--- config.mk ---
export PLATFORM = sky130hd
export DESIGN_NAME = asymmetric_delay_debouncer
export DESIGN_NICKNAME = d
export VERILOG_FILES = /design/src/hdl/adb_pkg.sv /design/src/hdl/asymmetric_delay_debouncer.sv
export SDC_FILE = /design/constraint.sdc
export NUM_CORES = 1
export LEC_CHECK = 0
export BUFFER_PORTS_ARGS = -buffer_cell sky130_fd_sc_hd__buf_2
export CAP_MARGIN = 15
export CELL_PAD_IN_SITES_DETAIL_PLACEMENT = 2
export CELL_PAD_IN_SITES_GLOBAL_PLACEMENT = 2
export CORE_ASPECT_RATIO = 0.8
export CORE_MARGIN = 5
export CORE_UTILIZATION = 40
export CTS_CLUSTER_SIZE = 12
export DETAILED_ROUTE_END_ITERATION = 8
export GPL_TIMING_DRIVEN = 0
export PLACE_DENSITY_LB_ADDON = 0.1
export SLEW_MARGIN = 20
export SYNTH_ARGS = -nofsm -noshare
export SYNTH_HDL_FRONTEND = slang
export SYNTH_SLANG_ARGS = --single-unit
--- constraint.sdc ---
create_clock -name clk -period 3.72 [get_ports clk]
set_input_delay 0.372 -clock clk [delete_from_list [all_inputs] [get_ports clk]]
set_output_delay 0.372 -clock clk [all_outputs]
set_load 0.1 [all_outputs]
--- src/hdl/adb_pkg.sv ---
`default_nettype none

package adb_pkg;

	localparam int unsigned ACTION_W = 2;
	localparam int unsigned CFG_IDX_W = 2;
	localparam int unsigned CFG_DATA_W = 32;
	localparam int unsigned TIMER_W = 32;

	typedef logic [ACTION_W-1:0] action_t;
	typedef logic [CFG_IDX_W-1:0] cfg_idx_t;
	typedef logic [CFG_DATA_W-1:0] cfg_data_t;
	typedef logic [TIMER_W-1:0] timer_t;

	localparam action_t ACT_SAMPLE = 2'd0;
	localparam action_t ACT_RESTART = 2'd1;
	localparam action_t ACT_ENABLE = 2'd2;
	localparam action_t ACT_DISABLE = 2'd3;

	localparam cfg_idx_t REG_TICK_PERIOD = 2'd0;
	localparam cfg_idx_t REG_RISE_DELAY = 2'd1;
	localparam cfg_idx_t REG_FALL_DELAY = 2'd2;

	localparam timer_t TICK_PERIOD_RESET = 32'd1;

	// filter state carried from one transaction to the next
	typedef struct packed {
		logic   enabled;
		logic   startup_pending;
		logic   restart_pending;
		logic   last_raw;
		logic   out_level;
		logic   last_out;
		timer_t hold_timer;
	} filt_state_t;

	localparam filt_state_t FILT_STATE_RESET = '{
		enabled:         1'b0,
		startup_pending: 1'b1,
		restart_pending: 1'b0,
		last_raw:        1'b0,
		out_level:       1'b0,
		last_out:        1'b0,
		hold_timer:      '0
	};

endpackage

`default_nettype wire

--- src/hdl/asymmetric_delay_debouncer.sv ---
// channel | handshake            | payload
// in      | in_valid / in_ready   | action[1:0], sample_level
// out     | out_valid / out_ready | filtered_level, raw_level, rise_event, fall_event, is_enabled
// cfg     | cfg_we (no wait)      | cfg_index[1:0], cfg_data[31:0]
//
// one transaction per cycle sustained while out_ready stays high; out_valid rises once an accepted
// transaction passes the input register, then timer compare/subtract/reload into the result register
// arst_n resets the filter state (disabled, startup pending), tick_period to 1 and both delays to 0
// a stalled result holds the input register; in_ready stays high while the result moves on
`default_nettype none

module asymmetric_delay_debouncer (
	input  wire                    clk,
	input  wire                    arst_n,
	input  wire                    in_valid,
	output logic                   in_ready,
	input  wire  adb_pkg::action_t action,
	input  wire                    sample_level,
	output logic                   out_valid,
	input  wire                    out_ready,
	output logic                   filtered_level,
	output logic                   raw_level,
	output logic                   rise_event,
	output logic                   fall_event,
	output logic                   is_enabled,
	input  wire                    cfg_we,
	input  wire  adb_pkg::cfg_idx_t  cfg_index,
	input  wire  adb_pkg::cfg_data_t cfg_data
);
	import adb_pkg::*;

	timer_t tick_period_q;
	timer_t rise_delay_q;
	timer_t fall_delay_q;

	logic        valid_s1;
	action_t     action_s1;
	logic        level_s1;

	filt_state_t st_q;
	filt_state_t st_nxt;
	logic        rise_nxt;
	logic        fall_nxt;

	logic        out_valid_q;
	logic        advance;

	timer_t      timer_in;
	timer_t      timer_dec;
	logic        samp_out;

	always_ff @(posedge clk or negedge arst_n) begin
		if (!arst_n) begin
			tick_period_q <= TICK_PERIOD_RESET;
			rise_delay_q  <= '0;
			fall_delay_q  <= '0;
		end else if (cfg_we) begin
			case (cfg_index)
				REG_TICK_PERIOD: tick_period_q <= cfg_data;
				REG_RISE_DELAY:  rise_delay_q  <= cfg_data;
				REG_FALL_DELAY:  fall_delay_q  <= cfg_data;
				default: ;
			endcase
		end
	end

	// stage 1 moves on whenever the result register is free or being drained
	assign advance  = !out_valid_q || out_ready;
	assign in_ready = !valid_s1 || advance;

	always_ff @(posedge clk or negedge arst_n) begin
		if (!arst_n) begin
			valid_s1 <= 1'b0;
		end else if (in_ready) begin
			valid_s1 <= in_valid;
		end
	end

	always_ff @(posedge clk) begin
		if (in_ready && in_valid) begin
			action_s1 <= action;
			level_s1  <= sample_level;
		end
	end

	// sample datapath: pending restart zeroes the timer first
	assign timer_in  = st_q.restart_pending ? '0 : st_q.hold_timer;
	assign samp_out  = (timer_in == '0) ? level_s1 : st_q.out_level;
	assign timer_dec = (timer_in > tick_period_q) ? timer_in - tick_period_q : '0;

	always_comb begin
		st_nxt   = st_q;
		rise_nxt = 1'b0;
		fall_nxt = 1'b0;
		case (action_s1)
			ACT_SAMPLE: begin
				if (st_q.enabled) begin
					st_nxt.last_raw = level_s1;
					if (st_q.startup_pending) begin
						st_nxt.out_level       = level_s1;
						st_nxt.last_out        = level_s1;
						st_nxt.hold_timer      = '0;
						st_nxt.startup_pending = 1'b0;
						rise_nxt               = level_s1;
						fall_nxt               = !level_s1;
					end else begin
						st_nxt.restart_pending = 1'b0;
						st_nxt.out_level       = samp_out;
						st_nxt.last_out        = samp_out;
						if (samp_out == level_s1) begin
							st_nxt.hold_timer = level_s1 ? fall_delay_q : rise_delay_q;
						end else begin
							st_nxt.hold_timer = timer_dec;
						end
						rise_nxt = samp_out && !st_q.last_out;
						fall_nxt = !samp_out && st_q.last_out;
					end
				end
			end
			ACT_RESTART: begin
				st_nxt.restart_pending = 1'b1;
			end
			ACT_ENABLE: begin
				st_nxt.enabled         = 1'b1;
				st_nxt.startup_pending = 1'b1;
			end
			default: begin
				st_nxt.enabled = 1'b0;
			end
		endcase
	end

	always_ff @(posedge clk or negedge arst_n) begin
		if (!arst_n) begin
			st_q        <= FILT_STATE_RESET;
			out_valid_q <= 1'b0;
		end else if (advance) begin
			out_valid_q <= valid_s1;
			if (valid_s1) begin
				st_q <= st_nxt;
			end
		end
	end

	always_ff @(posedge clk) begin
		if (advance && valid_s1) begin
			filtered_level <= st_nxt.out_level;
			raw_level      <= st_nxt.last_raw;
			rise_event     <= rise_nxt;
			fall_event     <= fall_nxt;
			is_enabled     <= st_nxt.enabled;
		end
	end

	assign out_valid = out_valid_q;

`ifndef SYNTHESIS
	a_event_exclusive: assert property (@(posedge clk) disable iff (!arst_n)
		out_valid_q |-> !(rise_event && fall_event))
		else $error("rise and fall flagged together");

	a_rise_level: assert property (@(posedge clk) disable iff (!arst_n)
		(out_valid_q && rise_event) |-> (filtered_level && is_enabled))
		else $error("rise flagged without high enabled output");

	a_fall_level: assert property (@(posedge clk) disable iff (!arst_n)
		(out_valid_q && fall_event) |-> (!filtered_level && is_enabled))
		else $error("fall flagged without low enabled output");

	a_stall_holds_s1: assert property (@(posedge clk) disable iff (!arst_n)
		(valid_s1 && !advance) |=> (valid_s1 && $stable(action_s1) && $stable(level_s1)))
		else $error("stage 1 lost a stalled transaction");
`endif

endmodule

`default_nettype wire
* Word level (Yosys, flattened, before mapping)
Index checks and enable logic that the tools add are counted.
** Word-level totals
- Bits of input ports :: 42
- Bits in registers :: 144
- Output and inout bits :: 7
** Cells by class
- Add/subtract/negate cells :: 1
- Equality and inequality tests :: 7
- Mux-type cells :: 14
- $lt $le $gt $ge :: 1
- Reductions and logical operators :: 25
** Operators with widths (number)
- 2-to-1 mux 32 bit :: 4
- 2-to-1 mux 37 bit :: 1
- 2-to-1 mux 35 bit :: 1
- 2-to-1 mux 34 bit :: 1
- > comparator 32 bit :: 1
- zero test 32 bit :: 1
- subtractor 32 bit :: 1
- AND reduction 2 bit :: 5
- AND reduction 4 bit :: 2
- case mux 1 bit (2 select lines) :: 3
- zero test 1 bit :: 5
- AND reduction 5 bit :: 1
- equality test 2 x 1 -> 1 bit, second input constant :: 2
- equality test 2 bit, second input constant :: 2
- logical AND 1 bit :: 4
- zero test 2 bit :: 2
- 2-to-1 mux 1 bit :: 4
- inequality test 2 bit, second input constant :: 2
- nonzero test 2 bit :: 2
- logical OR 1 bit :: 2
- OR reduction 2 bit :: 1
- equality test 1 bit :: 1

* Logic depth before layout (Yosys ltp)
- Depth in word-level cells :: 8
- Mapped depth :: 15
- Gate-level depth less buffers :: 13

* Least setup slack after synthesis
No wires, ideal clock.
- Path type :: reg-to-reg
- From :: register st_q[35] in the netlist's numbering
- To :: register st_q[14] in the netlist's numbering
- Setup slack :: 0.641 ns
- Arrival :: 2.947 ns
- Buffers on the path :: 2
- Clock period less this slack :: 3.079 ns
- Stages on the path, launching flop included :: 16
- Setup time :: 0.132 ns
- Required time :: 3.588 ns
- Path through :: dfrtp_1 > clkbuf_1 > nand2b_1 > ha_1 > inv_1 > fa_1 > nand3_1 > a21oi_1 > nor2_4 > a31oi_4 > a21oi_4 > a211oi_2 > o31a_4 > buf_6 > a222oi_1 > o21ai_1
** Between the ends
- Cells in the longest elaborated chain, start to end :: 6
- Elaborated cells on any way between the ends :: 9
** RTL lines
- start, declared :: RTL line asymmetric_delay_debouncer.sv:40 : filt_state_t st_q;
- start signal, assigned :: RTL line asymmetric_delay_debouncer.sv:140 : st_q <= st_nxt;
- 2-to-1 mux 32 bit (*) :: RTL line asymmetric_delay_debouncer.sv:87 : assign timer_in = st_q.restart_pending ? '0 : st_q.hold_timer;
- branches (longest 3 deep; another with subtractor 32 bit)
- 2-to-1 mux 32 bit (*) :: RTL line asymmetric_delay_debouncer.sv:110 : if (samp_out == level_s1) begin
- 2-to-1 mux 34 bit (*) :: RTL line asymmetric_delay_debouncer.sv:99 : if (st_q.startup_pending) begin
Mark *: on every way between the ends.
A chain may end at the register's enable or synchronous reset.

* Worst setup path in the final report
- From :: register st_q[8] in the netlist's numbering
- To :: register st_q[2] in the netlist's numbering
** Between the ends
- Cells in the longest elaborated chain, start to end :: 6
- Elaborated cells on any way between the ends :: 8
** RTL lines (RTL line)
- 2-to-1 mux 32 bit (*) :: asymmetric_delay_debouncer.sv:87
- branches (longest 3 deep; another with > comparator 32 bit)
- 2-to-1 mux 32 bit (*) :: asymmetric_delay_debouncer.sv:110
- 2-to-1 mux 34 bit (*) :: asymmetric_delay_debouncer.sv:99
Marked as above.

==> reports/results.txt <==
The Yosys step of the flow raised 0 warnings. The type of the worst min-delay path was input pin to register. In the layout the commonest cells are sky130_fd_sc_hd__dfrtp_1 (133), sky130_fd_sc_hd__nand2_1 (97), sky130_fd_sc_hd__mux2_2 (66).

In this run the static leakage power is 4.01 nW. For this run, design rule violations remaining after detail routing come to 0. The number of max-cap violations came out at 0. The tools report the via count of the first global-routing pass as 7394. TritonCTS built the clock tree. Number of search-and-repair iterations in the first detailed-routing pass: 8.

Averaged over all synthesized cells, the footprint is 10.2 um2. The buffer type at the clock tree root was sky130_fd_sc_hd__clkbuf_16. The wire length after detailed routing is 27700 um. In this design, the critical path's most frequently occurring cell is sky130_fd_sc_hd__nor2_1. In the synthesized netlist the dominant register cell turns out to be sky130_fd_sc_hd__dfrtp_1. The worst path needs 3.64 ns of the cycle, external delays included. The flow ran to the end, and the final reports show no timing, DRC or antenna violations. Main combinational cell family by area after synthesis: compound AO/OA/AOI/OAI gates. For this run, the post-layout net count is 918. Traced cell by cell, the critical path runs through nor4_1 -> nand4_1 -> nor2_1 -> nor2_1 -> a21boi_1 -> clkbuf_1 -> a22oi_1 -> o221ai_1. The area fraction in and, or, nand and nor cells after synthesis came out at 12.7%. Grouping stages by cell kind, the critical path spends the most delay in simple AND/OR/NAND/NOR gates.

Summed over all nets, wire length on met3 after detailed routing comes to 986 um. Type of destination of the critical path: a register. Dividing the detail-routed via count by the number of cells gives 5.89. In this run the power density over the cells is 724 nW/um2.

The final-layout worst hold slack came out at 0.107 ns. The met2 wire length was 13100 um. The worst-case IR drop observed on VDD is 0.248 mV. For the pin with the worst max-slew slack, the measured transition is 0.990 ns. Summing the areas of all compound-gate instances in the mapped netlist gives 18.5% of the synthesized area. The synthesized netlist devotes 3.35% of its cell area to XOR and XNOR gates. The hold violation count in the final report was 0; the number of clock sinks seen by CTS was 144.

The repair_antennas step left the layout with diodes totalling 0. Of all flip-flops after synthesis, the portion carrying an async set or reset was 94.4%. Count of pins over their slew limit: 0. The tools report the number of library cell types mapped by synthesis as 62.

STA classifies the critical path startpoint as a register. Global routing consumed, over all layers together, 25.0% of the routing resources. The number of fillers in the final layout was 2016; the total core area was 19100 um2. Highest metal layer used by the detailed router: met4. The floorplan step defined a die boundary enclosing 22500 um2. The longest clock path from root to sink contains 2 buffers. The tools report the total clock buffers created by CTS as 17.

Sequential cells were found to cover 46.4% of the synthesized design area. The fraction of the cycle the final worst path needs was 97.8%; the layout overhead on the synthesized area was 16.6%. At the end of routability-driven placement, the weighted congestion stood at 0.883. The clock tree synthesis step divided the H-tree into 4 levels.

The adder and majority gate portion of the synthesized area is 5.51%. The maximum fanout along the worst path was 10. The die is 167 um wide. The number of top-level pins is 49, and the count of port buffers added during placement is 48. Multiplexer share of the synthesized area: 9.59%. For this run, the share of the core covered by cells in the final layout is 47.8%. Clock-pin slew was measured on the worst setup and hold paths at 0.07 ns. Global routing finished with a remaining overflow of 0. Row generation in the floorplan step produced 45 rows. Setup repair after global routing left no endpoint under its margin. The cell count after synthesis came out at 769. The kind of critical path is register to register. The data required time at the worst endpoint is 4.05 ns, and the detailed router's first-iteration violation count is 422. The total nets after synthesis was 845. Setup violations remaining at the end of the flow were counted as 0. For the initial antenna violation count, the log shows 0. The antenna violation net count after detailed routing is 0, and the height of the die is 135 um. The logs give 0 ns for the summed negative setup slack over all endpoints and 0.0115 ns for the final clock skew. The most common cell after layout, fill and taps aside was sky130_fd_sc_hd__dfrtp_1.

In the final layout, the share of cells above drive strength 1 is 21.1%. The total power after layout is 6.63 mW, and the insertion delay of the later-clocked pin in the worst-skew pair is 0.44 ns. The run gives 34.0% as the tightest slew margin relative to the limit.

The first-pass GRT wire length is 43500 um, and the initial core utilization is 41.0%. The flip-flop and latch count after synthesis works out to 144. The critical path's largest stage delay works out to 0.78 ns. For the detailed placer's ending HPWL, the log shows 19600 um. The slowest stage of the critical path is the sky130_fd_sc_hd__clkbuf_1 cell. The routed via count is 6558.

The synthesized design contains 8 enable-type register cells. The post-detailed-route wirelength per cell was 24.9 um. STA puts the critical path data arrival time at 3.97 ns. Summing every instance area after synthesis gives 7850 um2.

Entering global routing, the biggest net connects 73 pins. Highest clock rate: 0.275 GHz. The total buffers and inverters traversed by the critical path is 1, and the routed length on met1 is 13200 um.
==> routing by layer <==
layer | track usage, % | vias to the layer above
met2 | 41.6 | 157
met4 | 6.45 | 0
met1 | 34.8 | 3437
met3 | 3.30 | 33
li1 | - | 2931
met5 | 0 | -
==> cell families (layout without fill, tap and decap cells) <==
family                     after synthesis  after routing
muxes                                   67             67
xor gates and xnor gates                30             30
DFF                                    144            144
and+or+nand+nor                        205            205
adders and majority gates               34             34
buffers and inverters                   76            162
AOI/OAI and AO/OA                      213            213
==> through the flow <==
step / setup WS [ns] / area [um2] / std cells
finish: 0.0805 / 9150 / 1113
global route: 0.0128 / 9150 / 1113
CTS: 0.102 / 9120 / 1110
detailed placement: -0.173 / 8460 / 1077
global placement: -0.104 / 8410 / 1075
floorplan: 0.641 / 7850 / 769
==> state kept, by name (all words and copies together) (netlist names) <==
name,count
st_q,38
fall_delay_q,32
rise_delay_q,32
tick_period_q,32
action_s1,2
fall_event,1
filtered_level,1
is_enabled,1
level_s1,1
out_valid,1
raw_level,1
rise_event,1
valid_s1,1
==> cells in the mapped netlist, types with 3 or more instances <==
library cell                 n  area share [%]
sky130_fd_sc_hd__a221o_1     3            0.38
sky130_fd_sc_hd__nand3b_1    5            0.48
sky130_fd_sc_hd__o211ai_1    5            0.48
sky130_fd_sc_hd__nor2_1     20            0.96
sky130_fd_sc_hd__edfxtp_1    8             3.1
sky130_fd_sc_hd__xnor2_1    17             1.9
sky130_fd_sc_hd__a21oi_1    37             2.4
sky130_fd_sc_hd__xor2_1     13             1.5
sky130_fd_sc_hd__a211oi_1    5            0.48
sky130_fd_sc_hd__ha_1       33             5.3
sky130_fd_sc_hd__o21a_1     10            0.96
sky130_fd_sc_hd__a21o_1     12             1.1
sky130_fd_sc_hd__mux2_2     66             9.5
sky130_fd_sc_hd__a31oi_1     8            0.64
sky130_fd_sc_hd__nand4_1     7            0.56
sky130_fd_sc_hd__a22oi_1     9            0.86
sky130_fd_sc_hd__nor2b_1    33             2.6
sky130_fd_sc_hd__clkbuf_1   28             1.3
sky130_fd_sc_hd__o21ai_0    63             4.0
sky130_fd_sc_hd__nand2b_1   10            0.80
sky130_fd_sc_hd__buf_2       6            0.38
sky130_fd_sc_hd__inv_1      39             1.9
sky130_fd_sc_hd__a221oi_1   12             1.3
sky130_fd_sc_hd__o221ai_1    9             1.0
sky130_fd_sc_hd__a222oi_1   10             1.3
sky130_fd_sc_hd__dfrtp_1   134              43
sky130_fd_sc_hd__a211oi_2    3            0.48
sky130_fd_sc_hd__nand3_1     6            0.38
sky130_fd_sc_hd__or3_1       3            0.24
sky130_fd_sc_hd__nand2_1    97             4.6
sky130_fd_sc_hd__nor4_1     11            0.88
sky130_fd_sc_hd__o21ai_1     8            0.51
==> power breakdown <==
part | switching [mW] | leakage (nW) | internal, mW | total, mW
logic | 1.52 | 1.97 | 0.968 | 2.49
registers | 0.292 | 1.73 | 1.96 | 2.25
clock network | 0.746 | 0.313 | 1.14 | 1.88
total | 2.56 | 4.01 | 4.07 | 6.63
==> repair_timing <==
item,4_1_cts,5_1_grt
pin swaps,0,2
gates resized for setup,5,1
endpoints found under the hold margin,64,0
hold buffers,1,0
buffers inserted,0,3
endpoints found under the setup margin,22,15
==> final cells by class <==
class	count	area, um2	area share [%]
well taps	258	323	3.53
clock buffers	18	429	4.69
inverters	39	146	1.60
repair buffers	54	330	3.61
multi-input cells	549	3910	42.7
clock inverters	14	205	2.24
plain buffers	37	160	1.75
flip-flops and latches	144	3650	39.9
==> path summary, 6_finish.rpt <==
check,cells after the start,startpoint,end,slack [ns]
worst min register to register,1,fall_delay_q[14],fall_delay_q[14],0.51
worst max-delay path,8,st_q[8],st_q[2],0.08
max in group asynchronous,3,arst_n,st_q[36],2.48
worst min-delay path,1,action[0],action_s1[0],0.11
min in group asynchronous,2,arst_n,rise_delay_q[9],0.45
worst max register to register,8,st_q[8],st_q[2],0.08
==> worst register-to-register path, delay by kind of cell, from the launching register on <==
kind	cells	cell delay, ns
buffers and inverters	1	0.78
AO/OA/AOI/OAI	3	1.05
AND/OR/NAND/NOR	4	1.26
flip-flops	1	0.46
Power figures use the tool's default switching activity.
